--- src/design/rgsm_pkg.sv ---
// Shared constants and helper functions for the ramped gain sample mixer.
// Holds field widths, register indexes and the per-block gain ramp logic.
// No dependencies.
package rgsm_pkg;

   // Output sample width; the result wraps to this many bits.
   localparam int SAMPLE_BITS = 8;

   localparam int SAMPLE_W  = 16;
   localparam int GAIN_W    = 24;
   localparam int BLK_W     = 20;
   localparam int LEN_W     = 16;
   localparam int SCALE_W   = 32;
   localparam int WIN_W     = 40;
   localparam int CSR_IDX_W = 3;
   localparam int REQ_W     = 3 * SAMPLE_W;

   // Register indexes on the configuration port.
   localparam logic [CSR_IDX_W-1:0] CSR_BLOCK_LENGTH   = 3'd0;
   localparam logic [CSR_IDX_W-1:0] CSR_SUM_SCALE      = 3'd1;
   localparam logic [CSR_IDX_W-1:0] CSR_WINDOW_ONE     = 3'd2;
   localparam logic [CSR_IDX_W-1:0] CSR_WINDOW_TWO     = 3'd3;
   localparam logic [CSR_IDX_W-1:0] CSR_GAIN_START_ONE = 3'd4;
   localparam logic [CSR_IDX_W-1:0] CSR_GAIN_STEP_ONE  = 3'd5;
   localparam logic [CSR_IDX_W-1:0] CSR_GAIN_START_TWO = 3'd6;
   localparam logic [CSR_IDX_W-1:0] CSR_GAIN_STEP_TWO  = 3'd7;

   // Reset values of the registers that do not reset to zero.
   localparam logic [LEN_W-1:0]   BLOCK_LENGTH_RST = 16'd2000;
   localparam logic [SCALE_W-1:0] SUM_SCALE_RST    = 32'd65536;

   // A channel is active on its activation block, and on any later block
   // up to and including its deactivation block.
   function automatic logic win_active(input logic [WIN_W-1:0] win,
                                       input logic [BLK_W-1:0] bc);
      logic [BLK_W-1:0] act;
      logic [BLK_W-1:0] deact;
      act   = win[BLK_W-1:0];
      deact = win[WIN_W-1:BLK_W];
      return (bc == act) || ((bc > act) && (bc <= deact));
   endfunction

   // Gain at the first sample of a block: load on activation, ramp with
   // saturation while active, otherwise hold.
   function automatic logic [GAIN_W-1:0] next_gain(input logic [WIN_W-1:0]  win,
                                                   input logic [BLK_W-1:0]  bc,
                                                   input logic [GAIN_W-1:0] gain,
                                                   input logic [GAIN_W-1:0] start,
                                                   input logic [GAIN_W-1:0] step);
      logic signed [GAIN_W+1:0] sum;
      sum = $signed({2'b00, gain}) + $signed({{2{step[GAIN_W-1]}}, step});
      if (bc == win[BLK_W-1:0]) begin
         return start;
      end else if (!win_active(win, bc)) begin
         return gain;
      end else if (sum[GAIN_W+1]) begin
         return '0;
      end else if (sum[GAIN_W]) begin
         return '1;
      end else begin
         return sum[GAIN_W-1:0];
      end
   endfunction

endpackage

--- src/design/ramped_gain_sample_mixer_core.sv ---
// Ramped gain sample mixer, top level.
// Depends on rgsm_pkg for widths, register indexes and the gain ramp helpers.
//
// Each input item carries a reference sample and two auxiliary samples. The
// block forms ref * 2^22 + aux_one * gain_one + aux_two * gain_two, scales the
// magnitude of that sum by sum_scale (Q16.16), keeps the integer part and
// restores the sign, wrapping to SAMPLE_BITS bits. Samples are counted into
// blocks of block_length; rsp_tlast marks the last sample of a block. Each
// auxiliary channel only contributes inside its block window, and its gain is
// loaded or ramped at the first sample of each active block. All four products
// go through a single 22 x 33 bit multiplier in turn under a small sequencer,
// and req_tready stays low while an item is in the sequence. A result that is
// not taken holds the sequencer in its last state until the output register
// is free. A finished result waits in the output register, so the next item
// can be accepted while it is still pending; configuration must be written
// only while the block is idle, which the block itself does not enforce.
module ramped_gain_sample_mixer_core
   import rgsm_pkg::*;
(
   input  logic                 clock,
   input  logic                 reset,
   // Input items.
   input  logic                 req_tvalid,
   output logic                 req_tready,
   input  logic [REQ_W-1:0]     req_tdata,   // ref_sample, aux_one_sample, aux_two_sample
   // Result items.
   output logic                 rsp_tvalid,
   input  logic                 rsp_tready,
   output logic [SAMPLE_W-1:0]  rsp_tdata,   // mixed_sample
   output logic                 rsp_tlast,   // block_end
   // Configuration writes.
   input  logic                 csr_we,
   input  logic [CSR_IDX_W-1:0] csr_index,
   input  logic [WIN_W-1:0]     csr_data
);

   // Sequencer states.
   localparam logic [3:0] ST_IDLE     = 4'd0;
   localparam logic [3:0] ST_MUL_ONE  = 4'd1;
   localparam logic [3:0] ST_MUL_TWO  = 4'd2;
   localparam logic [3:0] ST_ADD_TWO  = 4'd3;
   localparam logic [3:0] ST_MAG      = 4'd4;
   localparam logic [3:0] ST_MUL_LO   = 4'd5;
   localparam logic [3:0] ST_MUL_HI   = 4'd6;
   localparam logic [3:0] ST_COMBINE  = 4'd7;
   localparam logic [3:0] ST_RESULT   = 4'd8;

   localparam int ACC_W  = 42;
   localparam int MAG_W  = 41;
   localparam int MLO_W  = 21;
   localparam int MA_W   = 22;
   localparam int MB_W   = 33;
   localparam int PROD_W = MA_W + MB_W;
   localparam int LO_W   = MLO_W + SCALE_W;
   localparam int HI_W   = (MAG_W - MLO_W) + SCALE_W;
   localparam int TOT_W  = HI_W + MLO_W + 1;
   localparam int Q_LSB  = 38;

   // Configuration registers.
   logic [LEN_W-1:0]   block_length_ff;
   logic [SCALE_W-1:0] sum_scale_ff;
   logic [WIN_W-1:0]   window_one_ff, window_two_ff;
   logic [GAIN_W-1:0]  gain_start_one_ff, gain_step_one_ff;
   logic [GAIN_W-1:0]  gain_start_two_ff, gain_step_two_ff;

   // Control state.
   logic [3:0]        state_ff, state_in;
   logic [LEN_W-1:0]  sample_in_block_ff, sample_in_block_in;
   logic [BLK_W-1:0]  block_count_ff, block_count_in;
   logic [GAIN_W-1:0] gain_one_ff, gain_one_in;
   logic [GAIN_W-1:0] gain_two_ff, gain_two_in;
   logic              rsp_valid_ff, rsp_valid_in;

   // Datapath registers.
   logic signed [SAMPLE_W-1:0] aux_one_ff, aux_two_ff;
   logic                       act_one_ff, act_two_ff;
   logic                       end_ff;
   logic signed [ACC_W-1:0]    acc_ff;
   logic [MAG_W-1:0]           mag_ff;
   logic                       neg_ff;
   logic signed [PROD_W-1:0]   prod_ff;
   logic [LO_W-1:0]            lo_ff;
   logic [SAMPLE_BITS-1:0]     q_ff;
   logic [SAMPLE_W-1:0]        rsp_data_ff;
   logic                       rsp_last_ff;

   logic                       accept;
   logic                       out_free;
   logic                       load_out;
   logic signed [MA_W-1:0]     mul_a;
   logic signed [MB_W-1:0]     mul_b;
   logic signed [PROD_W-1:0]   mul_out;
   logic [LEN_W:0]             eff_len;
   logic                       is_end;
   logic [TOT_W-1:0]           total;
   logic [SAMPLE_BITS-1:0]     res;

   assign req_tready = (state_ff == ST_IDLE);
   assign accept     = req_tvalid && req_tready;
   assign out_free   = !rsp_valid_ff || rsp_tready;
   assign load_out   = (state_ff == ST_RESULT) && out_free;

   assign rsp_tvalid = rsp_valid_ff;
   assign rsp_tdata  = rsp_data_ff;
   assign rsp_tlast  = rsp_last_ff;

   // Block end test; a zero block length counts as one.
   assign eff_len = (block_length_ff == '0) ? (LEN_W+1)'(1) : {1'b0, block_length_ff};
   assign is_end  = ({1'b0, sample_in_block_ff} + (LEN_W+1)'(1)) >= eff_len;

   // Shared multiplier operand selection.
   always_comb begin
      mul_a = '0;
      mul_b = '0;
      case (state_ff)
         ST_MUL_ONE: begin
            mul_a = MA_W'(aux_one_ff);
            mul_b = act_one_ff ? $signed({(MB_W-GAIN_W)'(0), gain_one_ff}) : '0;
         end
         ST_MUL_TWO: begin
            mul_a = MA_W'(aux_two_ff);
            mul_b = act_two_ff ? $signed({(MB_W-GAIN_W)'(0), gain_two_ff}) : '0;
         end
         ST_MUL_LO: begin
            mul_a = $signed({1'b0, mag_ff[MLO_W-1:0]});
            mul_b = $signed({1'b0, sum_scale_ff});
         end
         ST_MUL_HI: begin
            mul_a = $signed({2'b00, mag_ff[MAG_W-1:MLO_W]});
            mul_b = $signed({1'b0, sum_scale_ff});
         end
         default: begin
            mul_a = '0;
            mul_b = '0;
         end
      endcase
   end

   assign mul_out = mul_a * mul_b;

   // Recombine the two partial products of the magnitude times the scale.
   assign total = {1'b0, prod_ff[HI_W-1:0], MLO_W'(0)} + TOT_W'(lo_ff);

   // Restore the sign of the truncated integer part.
   assign res = neg_ff ? (SAMPLE_BITS'(0) - q_ff) : q_ff;

   // Next state of the sequencer, counters, gains and output handshake.
   always_comb begin
      state_in           = state_ff;
      sample_in_block_in = sample_in_block_ff;
      block_count_in     = block_count_ff;
      gain_one_in        = gain_one_ff;
      gain_two_in        = gain_two_ff;
      rsp_valid_in       = rsp_valid_ff;

      if (rsp_tready) begin
         rsp_valid_in = 1'b0;
      end
      if (load_out) begin
         rsp_valid_in = 1'b1;
      end

      case (state_ff)
         ST_IDLE: begin
            if (accept) begin
               state_in = ST_MUL_ONE;
               if (sample_in_block_ff == '0) begin
                  gain_one_in = next_gain(window_one_ff, block_count_ff, gain_one_ff,
                                          gain_start_one_ff, gain_step_one_ff);
                  gain_two_in = next_gain(window_two_ff, block_count_ff, gain_two_ff,
                                          gain_start_two_ff, gain_step_two_ff);
               end
               if (is_end) begin
                  sample_in_block_in = '0;
                  block_count_in     = block_count_ff + BLK_W'(1);
               end else begin
                  sample_in_block_in = sample_in_block_ff + LEN_W'(1);
               end
            end
         end
         ST_MUL_ONE: state_in = ST_MUL_TWO;
         ST_MUL_TWO: state_in = ST_ADD_TWO;
         ST_ADD_TWO: state_in = ST_MAG;
         ST_MAG:     state_in = ST_MUL_LO;
         ST_MUL_LO:  state_in = ST_MUL_HI;
         ST_MUL_HI:  state_in = ST_COMBINE;
         ST_COMBINE: state_in = ST_RESULT;
         ST_RESULT: begin
            if (out_free) begin
               state_in = ST_IDLE;
            end
         end
         default: state_in = ST_IDLE;
      endcase
   end

   // Control registers.
   always_ff @(posedge clock) begin
      if (reset) begin
         state_ff           <= ST_IDLE;
         sample_in_block_ff <= '0;
         block_count_ff     <= '0;
         gain_one_ff        <= '0;
         gain_two_ff        <= '0;
         rsp_valid_ff       <= 1'b0;
      end else begin
         state_ff           <= state_in;
         sample_in_block_ff <= sample_in_block_in;
         block_count_ff     <= block_count_in;
         gain_one_ff        <= gain_one_in;
         gain_two_ff        <= gain_two_in;
         rsp_valid_ff       <= rsp_valid_in;
      end
   end

   // Configuration registers; an index without a register is ignored.
   always_ff @(posedge clock) begin
      if (reset) begin
         block_length_ff   <= BLOCK_LENGTH_RST;
         sum_scale_ff      <= SUM_SCALE_RST;
         window_one_ff     <= '0;
         window_two_ff     <= '0;
         gain_start_one_ff <= '0;
         gain_step_one_ff  <= '0;
         gain_start_two_ff <= '0;
         gain_step_two_ff  <= '0;
      end else if (csr_we) begin
         case (csr_index)
            CSR_BLOCK_LENGTH:   block_length_ff   <= csr_data[LEN_W-1:0];
            CSR_SUM_SCALE:      sum_scale_ff      <= csr_data[SCALE_W-1:0];
            CSR_WINDOW_ONE:     window_one_ff     <= csr_data;
            CSR_WINDOW_TWO:     window_two_ff     <= csr_data;
            CSR_GAIN_START_ONE: gain_start_one_ff <= csr_data[GAIN_W-1:0];
            CSR_GAIN_STEP_ONE:  gain_step_one_ff  <= csr_data[GAIN_W-1:0];
            CSR_GAIN_START_TWO: gain_start_two_ff <= csr_data[GAIN_W-1:0];
            CSR_GAIN_STEP_TWO:  gain_step_two_ff  <= csr_data[GAIN_W-1:0];
            default: ;
         endcase
      end
   end

   // Datapath registers, stepped by the sequencer.
   always_ff @(posedge clock) begin
      prod_ff <= mul_out;
      if (accept) begin
         aux_one_ff <= $signed(req_tdata[2*SAMPLE_W-1:SAMPLE_W]);
         aux_two_ff <= $signed(req_tdata[3*SAMPLE_W-1:2*SAMPLE_W]);
         act_one_ff <= win_active(window_one_ff, block_count_ff);
         act_two_ff <= win_active(window_two_ff, block_count_ff);
         end_ff     <= is_end;
         acc_ff     <= $signed({{(ACC_W-SAMPLE_W-22){req_tdata[SAMPLE_W-1]}},
                                req_tdata[SAMPLE_W-1:0], 22'd0});
      end
      if ((state_ff == ST_MUL_TWO) || (state_ff == ST_ADD_TWO)) begin
         acc_ff <= acc_ff + prod_ff[ACC_W-1:0];
      end
      if (state_ff == ST_MAG) begin
         neg_ff <= acc_ff[ACC_W-1];
         mag_ff <= acc_ff[ACC_W-1] ? MAG_W'(-acc_ff) : acc_ff[MAG_W-1:0];
      end
      if (state_ff == ST_MUL_HI) begin
         lo_ff <= prod_ff[LO_W-1:0];
      end
      if (state_ff == ST_COMBINE) begin
         q_ff <= total[Q_LSB +: SAMPLE_BITS];
      end
      if (load_out) begin
         rsp_data_ff <= SAMPLE_W'(res);
         rsp_last_ff <= end_ff;
      end
   end

   // An accepted item keeps the input closed on the next cycle.
   assert property (@(posedge clock) disable iff (reset)
      (req_tvalid && req_tready) |=> !req_tready)
      else $error("input accepted twice in a row");

   // Bits above the sample width are always zero on a result.
   assert property (@(posedge clock) disable iff (reset)
      rsp_tvalid |-> ((rsp_tdata >> SAMPLE_BITS) == '0))
      else $error("result carries bits above the sample width");

   // Gains only move when an item is accepted.
   assert property (@(posedge clock) disable iff (reset)
      !(req_tvalid && req_tready) |=> ($stable(gain_one_ff) && $stable(gain_two_ff)))
      else $error("gain changed without an accepted item");

endmodule

--- config.mk ---
export PLATFORM = sky130hd
export DESIGN_NAME = ramped_gain_sample_mixer_core
export DESIGN_NICKNAME = d
export VERILOG_FILES = /design/src/design/rgsm_pkg.sv /design/src/design/ramped_gain_sample_mixer_core.sv
export SDC_FILE = /design/constraint.sdc
export NUM_CORES = 2
export LEC_CHECK = 0
export ABC_CLOCK_PERIOD_IN_PS = 10500
export BUFFER_PORTS_ARGS = -buffer_cell sky130_fd_sc_hd__buf_2
export CAP_MARGIN = 30
export CORE_MARGIN = 2
export CORE_UTILIZATION = 25
export DETAILED_ROUTE_END_ITERATION = 8
export PLACE_DENSITY = 0.35
export SLEW_MARGIN = 20
export SYNTH_ARGS = -nofsm -noshare
export SYNTH_HDL_FRONTEND = slang
export SYNTH_SLANG_ARGS = --single-unit
--- constraint.sdc ---
create_clock -name clock -period 10.5 [get_ports clock]
set_input_delay 1.05 -clock clock [delete_from_list [all_inputs] [get_ports clock]]
set_output_delay 1.05 -clock clock [all_outputs]
set_load 0.01 [all_outputs]
==> metrics.txt <==
Site Rows 160; Crit path required time 11.06 ns; worst setup path start state_ff[0]; Slowest cell on crit path sky130_fd_sc_hd__nand2_1; Buf+Inv Stages, Crit Path 6; number of different library cells in the post-synthesis netlist 78; wire length of the first global-routing pass 283 mm; Hold Buf Count CTS 0; setup TNS 0 ns; total wire length 194 mm; result of the run completed; maximum VDD drop 121 µV; total CTS buffers 69; sinks on the clock net 520; drt initial violations 2694; Worst EP arrival 10.56 ns; ratio of routed vias to standard cells 4.68; final clock period utilization by the worst path 95.2%; Relative slew margins 24.1%; fin. max-slew vios 0; CP Capture Type register; sequential share of the synthesized area roughly 25%; critical hold path startpoint prod_ff[43]; buffers inserted during post-CTS setup optimization 0; I/O pin count ~120; main flop type after synthesis sky130_fd_sc_hd__dfxtp_1; area inside the core boundary 0.191 mm²; Synth warnings 0; starting utilization of the core area about a quarter; dominant delay contributor by cell family on the critical path adder cells; largest net degree at the start of global routing 183; DR DRC count 0; highest cell delay on the worst timing path 0.78 ns; total track usage 19.7%; Area growth, synth to finish 13.0%; chip width around 440 µm; number of gates resized after CTS 0; cell at the root of the clock tree sky130_fd_sc_hd__clkbuf_16; RePlAce Congestion 0.910; async set-or-reset flop fraction in the synthesized netlist 0%; worst clock skew 0.0512 ns; endpoint of the lowest-slack register-to-register path prod_ff[44]; Hold Crit Endpoint lo_ff[43]; initial antenna violation count 20; class of the tightest hold or removal check reg -> reg; total power after layout 6.53 mW; residual overflow from global routing 0; CP startpoint kind register; WL/cell 23.5 µm; CTS HTree Levels 3; post-CTS clock slew at the launch and capture registers of the worst setup and hold paths roughly 0.060 ns; launch point of the worst reg-to-reg path state_ff[0]; total via count in the routed design 38400; Lkg Pwr 23.9 nW; critical path peak fanout 24; CTS tree built; number of I/O port buffers 106; count of flip-flops with a built-in enable after synthesis about 160; DIE HEIGHT 443 µm; Final #Nets about 6700; actual transition at the worst max-transition pin 1.14 ns; first-pass iteration count of the detailed router 5; number of cell instances on the worst register-to-register path 27; startpoint-to-endpoint class of the critical path reg -> reg; pwr dens 120 mW/mm²; count of state elements after synthesis 520; setup slack on the worst flop-to-flop path 0.50 ns; max cap viols 0; Clock Path Buffers 3; Final Setup Violations 0; synthesized instance count 5600; number of routed nets with antenna violations 0; fraction of layout instances using a drive strength above 1 7.30%; source-to-sink clock delay at the later pin of the worst-skew pair ~0.7 ns; number of global-route vias before repair 39600; floorplan die area 0.196 mm²; Post-DP HPWL between 150 and 200 mm; cell depth of the worst min-delay path 0; post-layout min period 10.00 ns; Final Hold Violating Endpoints 0; Avg Synthesized Cell Area 8.59 µm²; netlist area before placement 0.0481 mm²; maximum clock rate about 100 MHz; cell repeated most along the worst path sky130_fd_sc_hd__fa_1; RSZ-0062 raised after global routing false
==> logic make-up after synthesis <==
| family | after synthesis | synth area share (%) |
|---|---|---|
| buffers and inverters | 1046 | 8.27 |
| flip-flops | 520 | 25.0 |
| adder cells (fa/ha/maj) | 947 | 33.6 |
| XOR/XNOR | 211 | 3.84 |
| AND/OR/NAND/NOR | 1890 | 16.6 |
| other | 1 | 0.00780 |
| AO/OA/AOI/OAI | 977 | 12.5 |
| multiplexers | 8 | 0.167 |
==> registers in the layout, summed over array words and instances, names as in the netlist, 25 cells and up <==
signal,flops
lo_ff,25
window_one_ff,40
acc_ff,42
sum_scale_ff,32
window_two_ff,40
prod_ff,46
mag_ff,41
==> cells in the mapped netlist, drive strengths merged, types with 10 or more instances <==
cell,n,area (µm²)
a211oi,40,300
a21o,82,616
a21oi,437,2190
a22oi,74,556
a31oi,17,106
and2,56,350
and3,26,163
buf,18,97.6
clkbuf,262,1000
dfxtp,359,7190
edfxtp,161,4830
fa,576,11500
ha,371,4640
inv,765,2870
nand2,1124,4220
nand2b,41,257
nand3,56,280
nand4,35,219
nor2,395,1480
nor2b,31,194
nor3,45,225
nor4,18,113
o211ai,10,75.1
o21a,36,270
o21ai,148,741
o21bai,19,143
o31ai,30,249
or2,11,68.8
or3,18,138
xnor2,138,1210
xor2,73,639
==> final cells by class <==
cell class | instances | area [µm²]
Fill cell | 20700 | 136000
Tap cell | 2511 | 3140
Antenna cell | 7 | 17.5
Sequential cell | 520 | 12000
Multi-Input combinational cell | 4041 | 32200
Clock inverter | 29 | 404
Clock buffer | 92 | 1930
Timing Repair Buffer | 253 | 1680
Inverter | 766 | 2880
==> cell usage in the layout (no fill, tap or decap), types with 10 or more instances in the layout <==
cell type,n
sky130_fd_sc_hd__or2_2,11
sky130_fd_sc_hd__clkbuf_16,69
sky130_fd_sc_hd__nor2b_1,31
sky130_fd_sc_hd__a22oi_1,74
sky130_fd_sc_hd__o21bai_1,19
sky130_fd_sc_hd__fa_1,576
sky130_fd_sc_hd__or3_1,13
sky130_fd_sc_hd__nand2b_1,40
sky130_fd_sc_hd__nor4_1,16
sky130_fd_sc_hd__edfxtp_1,161
sky130_fd_sc_hd__xor2_1,73
sky130_fd_sc_hd__clkbuf_1,11
sky130_fd_sc_hd__buf_4,143
sky130_fd_sc_hd__nand2_1,1123
sky130_fd_sc_hd__a21o_1,82
sky130_fd_sc_hd__nand4_1,35
sky130_fd_sc_hd__a21oi_1,437
sky130_fd_sc_hd__a31oi_1,17
sky130_fd_sc_hd__clkbuf_8,12
sky130_fd_sc_hd__dfxtp_1,359
sky130_fd_sc_hd__ha_1,371
sky130_fd_sc_hd__nand3_1,55
sky130_fd_sc_hd__xnor2_1,138
sky130_fd_sc_hd__nor2_1,389
sky130_fd_sc_hd__inv_1,765
sky130_fd_sc_hd__a211oi_1,39
sky130_fd_sc_hd__nor3_1,38
sky130_fd_sc_hd__o31ai_1,27
sky130_fd_sc_hd__o21ai_0,148
sky130_fd_sc_hd__o21a_1,36
sky130_fd_sc_hd__and3_1,26
sky130_fd_sc_hd__buf_2,106
sky130_fd_sc_hd__and2_1,48
sky130_fd_sc_hd__o211ai_1,10
==> power breakdown <==
| group | total [mW] | internal (mW) | leakage (nW) | switching, mW |
|---|---|---|---|---|
| Combinational | 1.60 | 0.513 | 18.4 | 1.09 |
| Clock | 2.49 | 1.44 | 1.14 | 1.05 |
| Sequential | 2.44 | 2.24 | 4.42 | 0.200 |
==> worst max path at each step <==
stage / end / slack (ns) / cells past startpoint
final: prod_ff[44] / 0.50 / 27
after global routing: prod_ff[44] / 0.06 / 27
after CTS: prod_ff[44] / 0.56 / 27
after detailed placement: prod_ff[44] / 0.60 / 27
after global placement: prod_ff[39] / 0.29 / 30
after floorplan: prod_ff[45] / 0.96 / 30
==> stage by stage <==
stage | hold WS, ns | util, % | cell area [µm²] | setup slack, ns | std cells
detailed placement | 0.399 | 27.3 | 52000 | 0.601 | 8090
global placement | 0.409 | 27.2 | 51900 | 0.291 | 8086
CTS | 0.409 | 28.5 | 54300 | 0.558 | 8211
floorplan | 0.386 | - | 48100 | 0.957 | 5607
global route | 0.425 | 28.5 | 54300 | 0.0558 | 8217
finish | 0.405 | 28.5 | 54300 | 0.500 | 8219
==> metal layers <==
metal  up-vias  GRT usage (%)  part of all wire (%)
met3       155           2.68                   4.5
met2       793           31.8                    46
li1      18100              -                     -
met5         -              0                0.0067
met4         2           5.08                   2.5
met1     19300           27.7                    47
(Power assumes the default switching activity.)
